<file path="src/rtl/tmbc_pkg.sv">
`default_nettype none
// ----------------------------------------------------------------------------
// tmbc_pkg
// Shared types and constants of the tile map box collision core: field
// layout of the stream beats, register indexes and controller interface.
// ----------------------------------------------------------------------------
package tmbc_pkg;

    // Tile geometry: the tile size must be a power of two.
    localparam int unsigned TILE_PIXELS = 32;
    localparam int unsigned TILE_SHIFT  = $clog2(TILE_PIXELS);
    localparam int unsigned NEAR_LIMIT  = TILE_PIXELS - 2;
    localparam int unsigned EDGE_GAP    = 2;

    localparam int unsigned DEF_MAX_COLUMNS = 64;
    localparam int unsigned DEF_MAX_ROWS    = 64;

    // Widths
    localparam int unsigned COORD_W   = 16;
    localparam int unsigned MARGIN_W  = 11;
    localparam int unsigned SIZE_W    = 7;
    localparam int unsigned CELL_W    = 6;
    localparam int unsigned CODE_W    = 8;
    localparam int unsigned SUM_W     = 18;
    localparam int unsigned CNT_W     = 11;
    localparam int unsigned CFG_IDX_W = 2;
    localparam int unsigned CFG_DAT_W = 11;

    // Input tdata layout, lowest bit first
    localparam int unsigned IN_TDATA_W  = 88;
    localparam int unsigned POS_COL     = 0;
    localparam int unsigned POS_ROW     = 6;
    localparam int unsigned POS_CODE    = 12;
    localparam int unsigned POS_PX      = 20;
    localparam int unsigned POS_PY      = 36;
    localparam int unsigned POS_SX      = 52;
    localparam int unsigned POS_SY      = 68;
    localparam int unsigned POS_LEFT    = 84;
    localparam int unsigned POS_RIGHT   = 85;
    localparam int unsigned POS_UP      = 86;
    localparam int unsigned POS_DOWN    = 87;
    localparam int unsigned OUT_TDATA_W = 8;

    localparam logic OP_WRITE = 1'b0;
    localparam logic OP_QUERY = 1'b1;
    localparam logic [CODE_W-1:0] SOLID_CODE = 8'd1;

    typedef enum logic [CFG_IDX_W-1:0] {
        CFG_MAP_COLUMNS   = 2'd0,
        CFG_MAP_ROWS      = 2'd1,
        CFG_LEFT_MARGIN   = 2'd2,
        CFG_BOTTOM_MARGIN = 2'd3
    } cfg_index_t;

    typedef struct packed {
        logic capture;
        logic clear_en;
        logic mem_write;
        logic calc;
        logic load_out;
    } tmbc_cmd_t;

    typedef struct packed {
        logic clear_last;
    } tmbc_status_t;

endpackage
`default_nettype wire

</file>
<file path="src/rtl/tmbc_ctrl.sv">
`default_nettype none
// ----------------------------------------------------------------------------
// tmbc_ctrl
// Controller: clearing pass, item acceptance, query sequencing and the
// valid flag of the result register.
// ----------------------------------------------------------------------------
module tmbc_ctrl (
    input  wire logic                   aclk,
    input  wire logic                   aresetn,
    input  wire logic                   s_tvalid,
    input  wire logic                   s_opcode,
    output logic                        s_tready,
    input  wire logic                   m_tready,
    output logic                        m_tvalid,
    input  wire tmbc_pkg::tmbc_status_t status,
    output tmbc_pkg::tmbc_cmd_t         cmd
);

    typedef enum logic [5:0] {
        ST_CLEAR = 6'b000001,
        ST_IDLE  = 6'b000010,
        ST_WRITE = 6'b000100,
        ST_CALC  = 6'b001000,
        ST_READ  = 6'b010000,
        ST_EVAL  = 6'b100000
    } state_t;

    state_t state_reg, state_next;
    logic   out_valid_reg, out_valid_next;

    always_comb begin
        state_next = state_reg;
        cmd        = '0;
        s_tready   = 1'b0;
        unique case (state_reg)
            ST_CLEAR: begin
                cmd.clear_en = 1'b1;
                if (status.clear_last) begin
                    state_next = ST_IDLE;
                end
            end
            ST_IDLE: begin
                s_tready = 1'b1;
                if (s_tvalid) begin
                    cmd.capture = 1'b1;
                    state_next  = (s_opcode == tmbc_pkg::OP_QUERY) ? ST_CALC : ST_WRITE;
                end
            end
            ST_WRITE: begin
                cmd.mem_write = 1'b1;
                state_next    = ST_IDLE;
            end
            ST_CALC: begin
                cmd.calc   = 1'b1;
                state_next = ST_READ;
            end
            ST_READ: begin
                state_next = ST_EVAL;
            end
            ST_EVAL: begin
                // hold until the result register is free
                if (!out_valid_reg || m_tready) begin
                    cmd.load_out = 1'b1;
                    state_next   = ST_IDLE;
                end
            end
            default: begin
                state_next = ST_CLEAR;
            end
        endcase
    end

    always_comb begin
        if (cmd.load_out) begin
            out_valid_next = 1'b1;
        end else if (m_tready) begin
            out_valid_next = 1'b0;
        end else begin
            out_valid_next = out_valid_reg;
        end
    end

    always_ff @(posedge aclk) begin
        if (!aresetn) begin
            state_reg     <= ST_CLEAR;
            out_valid_reg <= 1'b0;
        end else begin
            state_reg     <= state_next;
            out_valid_reg <= out_valid_next;
        end
    end

    assign m_tvalid = out_valid_reg;

endmodule
`default_nettype wire

</file>
<file path="config.mk">
export PLATFORM = sky130hd
export DESIGN_NAME = tmbc_ctrl
export DESIGN_NICKNAME = d
export VERILOG_FILES = /design/src/rtl/tmbc_pkg.sv /design/src/rtl/tmbc_ctrl.sv
export SDC_FILE = /design/constraint.sdc
export NUM_CORES = 1
export LEC_CHECK = 0
export ABC_AREA = 1
export BUFFER_PORTS_ARGS = -buffer_cell sky130_fd_sc_hd__buf_2
export CAP_MARGIN = 20
export CORE_AREA = 2 2 39 41
export CTS_CLUSTER_DIAMETER = 150
export DETAILED_ROUTE_END_ITERATION = 16
export DIE_AREA = 0 0 41 43
export HOLD_SLACK_MARGIN = 0.15
export PLACE_DENSITY = 0.56
export SYNTH_ARGS = -nofsm -noshare
export SYNTH_HDL_FRONTEND = slang
export SYNTH_SLANG_ARGS = --single-unit
</file>
<file path="constraint.sdc">
create_clock -name aclk -period 1.4 [get_ports aclk]
set_input_delay 0.28 -clock aclk [delete_from_list [all_inputs] [get_ports aclk]]
set_output_delay 0.28 -clock aclk [all_outputs]
set_load 0.05 [all_outputs]
</file>
Word-level counts from Yosys, hierarchy flattened
Index checks and enable logic that the tools add are counted.

Register bits after elaboration: 7. Bits of input ports: 6. Output and inout port bits: 7. Word-level logic and storage cells: 30.

Eq/ne operators: 9. Mux-type cells: 15. Reduce and logical (&&, ||, !) cells: 4.

Operator list (number): 6-bit one-hot mux with 6 select lines (1); 6-bit two-way mux (3); 1-bit two-way mux (10); 6-bit by 1-bit == test with 1-bit output (second input constant) (1); 6-bit by 2-bit == test with 1-bit output (second input constant) (1); 6-bit by 3-bit == test with 1-bit output (second input constant) (1); 6-bit by 4-bit == test with 1-bit output (second input constant) (1); 6-bit by 5-bit == test with 1-bit output (second input constant) (1); 6-bit == test (second input constant) (1); 2-bit != test (second input constant) (3); 4-bit two-way mux (1); 3-bit AND reduction (1); 2-bit nonzero test (1); 1-bit zero test (1); 1-bit logical OR (1).

Longest topological paths before layout
Depth after elaboration: 5. Mapped depth: 6. Mapped depth without buffers: 6.

Worst setup path after synthesis
Ideal clock, no wire load.

Path kind: register to output. Start point: register out_valid_reg (netlist: m_tvalid). End point: output port cmd[0] (netlist bit). Arrival time: 1.107 ns. Data required time: 1.120 ns. Path slack: 0.013 ns. Cell stages (with the launch flop): 5. Buffers on the path: 1. Cells stage by stage: dfxtp_1 inv_1 nor2_1 nor2_2 buf_4.

RTL lines: start: declaration (RTL line tmbc_ctrl.sv:29) `logic out_valid_reg, out_valid_next;`; start signal: assignment (RTL line tmbc_ctrl.sv:89) `out_valid_reg <= out_valid_next;`; end: declaration (RTL line tmbc_ctrl.sv:16) `output tmbc_pkg::tmbc_cmd_t cmd`.

==> impl_metrics.yaml <==
run_status:
  status: "finished with violations"
  violations: "setup timing"
drt:
  drtPass1Iterations: 3
  met1Wirelength_um: 457
  wl_per_cell_um: 10.8
  vias_per_cell: 4.48
  drt_iter0_markers: 2
  ant_nets: 0
  wl_met2_um: 501
  routed_wl_um: 1050
  wl_met3_um: 59
  vias: 435
  top_layer: "met4"
  drc: 0
clock_network:
  tritoncts: "built"
  cts_root_buffer: "clkbuf_4"
  htreeDepth: 1
  cts.sinks: 7
  cts_hold_buffers: 0
  numCtsBuffers: 3
  insertion_delay_ps: 260
  cts_max_path_buffers: 2
  cts.clk_slew.worst_paths_ps: 50
grt:
  grt_max_degree: 7
  grt_first_pass_wirelength_um: 1700
  grt_overflow: 0
  antenna_found_initial: 0
  grtUsageTotal_pct: 15.4
  grt_pass1_vias: 393
sta:
  finalCritPeriodShare_pct: 106
  final.setup_skew_ps: 3.18
  tns_ps: -326
  slew_violations: 0
  finalWorstSetupSlack_ps: -89.1
  clock.fmax_ghz: 0.672
  fin_crit_ps: 1490
  setup_viol: 5
  hold_viol: 0
  worst_hold_slack_ps: 204
  relSlewSlack_pct: 79.2
  worst_pin_slew_ps: 311
  rsz0062_at_grt: "true"
place:
  dp_cells: 84
  portBuffers: 12
  dpl_cell_area_um2: 483
  place_congestion: 0.813
  dp_worst_setup_slack_ps: 53.9
  dp_hpwl_um: 707
yosys:
  synthesis.nets: 63
  synthCells: 57
  synth_area_um2: 410
  ys_seq_area_share_pct: 34.1
  synth_cell_type_count: 15
  syn-mean-instance-area_um2: 7.20
  yosys_warnings: 0
  yosys_register_bits: 7
final_layout:
  finish.utilization_pct: 48.8
  diodes: 0
  area_growth_pct: 64.6
  stdcell_area_um2: 676
  layout_common_cells: "10 x inv_1, 9 x buf_4, 7 x nor2_1, 7 x nor2_4, 6 x buf_2"
  largest_reg_flops: 6
  final_nets: 88
  final_common_cell: "inv_1"
  stdcell_count: 97
  drive_gt1_share_pct: 58.0
die:
  die_area_mm2: 0.00176
  die_x_um: 41
  core_mm2: 0.00138
  ios: 13
  die_h_um: 43
  start_util_pct: 29.7
  num_rows: 14
power_and_ir_drop:
  clock_power_share_pct: 30.2
  p_sw_share_pct: 37.0
  power_switching_uw: 234
  ir_drop_mv: 0.532
  leakagePower_nw: 0.311
  p_comb_share_pct: 32.4
  power_uw: 634
  pwr-share-seq_pct: 37.4
  p_int_uw: 399
  power_density_mw_per_mm2: 938
setup_path:
  cp.required_ps: 1120
  path_class: "reg2out"
  cp-start-kind: "flip-flop"
  worst-path-buf-inv: 1
  cp_max_fo: 5
  path_delay_family: "simple AND/OR/NAND/NOR gates"
  crit_arrival_ps: 1210
  path_cells: "nor2_4 -> nand3_4 -> nor2_4 -> buf_8"
  slowest_stage: "dfxtp_2"
  end_kind: "output port"
  cp_slowest_stage_delay_ps: 330
  cpMostUsedCell: "nor2_4"
min_path:
  min_path_type: "in2reg"
job:
  maxCapViolations: 0
## cell type report
| class | count | area (um2) |
|---|---|---|
| flip-flops and latches | 7 | 150 |
| fillers | 134 | 708 |
| clock buffers | 4 | 26.3 |
| well taps | 16 | 20.0 |
| repair buffers | 21 | 176 |
| inverters | 13 | 48.8 |
| multi-input cells | 36 | 254 |
## worst reg2reg max path, stage by stage, from the launching register on
cell,delay (ps)
dfxtp_2,330
nor2_4,210
buf_4,150
buf_4,110
nand4_1,170
nand3_1,120
nor2_1,50
nor2_2,70
## power groups by stage
stage / Combinational [mW] / Sequential [mW] / Clock, mW
detailed placement: 0.168 / 0.230 / 0
global placement: 0.168 / 0.230 / 0
CTS: 0.199 / 0.237 / 0.201
floorplan: 0.135 / 0.227 / 0
finish: 0.205 / 0.237 / 0.191
global route: 0.222 / 0.238 / 0.213
## timing repair
action | 4_1_cts | 5_1_grt
endpoints found under the hold margin | 0 | 0
setup buffers | 7 | 2
gates resized for setup | 24 | 7
endpoints found under the setup margin | 6 | 6
pin swaps | 6 | 4
## cells by family (layout without fill, tap and decap cells)
group,Yosys count,after routing,share of synthesized area (%)
buffers and inverters,14,38,13.7
AO/OA/AOI/OAI,3,3,3.66
AND/OR/NAND/NOR,33,33,48.5
flip-flops,7,7,34.1
## synth_stat cells
master,n,share of area [%]
o21ai_1,1,1.2
nor4_1,1,1.5
nand2_1,2,1.8
a21oi_1,2,2.4
nand3_1,6,7.3
dfxtp_1,7,34
inv_2,1,0.91
nand2_2,1,1.5
buf_4,1,1.8
inv_1,12,11
nor2_2,7,11
nand4_1,4,6.1
nor2_4,3,8.2
nand3_2,2,4.9
nor2_1,7,6.4
## final timing paths
check | to | depth (start not counted) | slack, ps | startpoint
worst max-delay path | cmd[4] | 4 | -90 | state_reg[3]$_SDFFE_PN0P_
worst max register to register | state_reg[1]$_SDFFE_PN0P_ | 7 | 130 | state_reg[3]$_SDFFE_PN0P_
worst min register to register | state_reg[2]$_SDFFE_PN0P_ | 3 | 600 | state_reg[0]$_SDFFE_PN1P_
worst min-delay path | state_reg[2]$_SDFFE_PN0P_ | 2 | 200 | s_opcode
## per-layer routing
metal  global-route usage (%)  vias up
met5                        0        -
met4                     10.0        0
met3                     7.85        4
met2                     20.3       15
met1                     18.6      186
li1                         -      230
No activity file was read; power rests on OpenSTA's default activity.
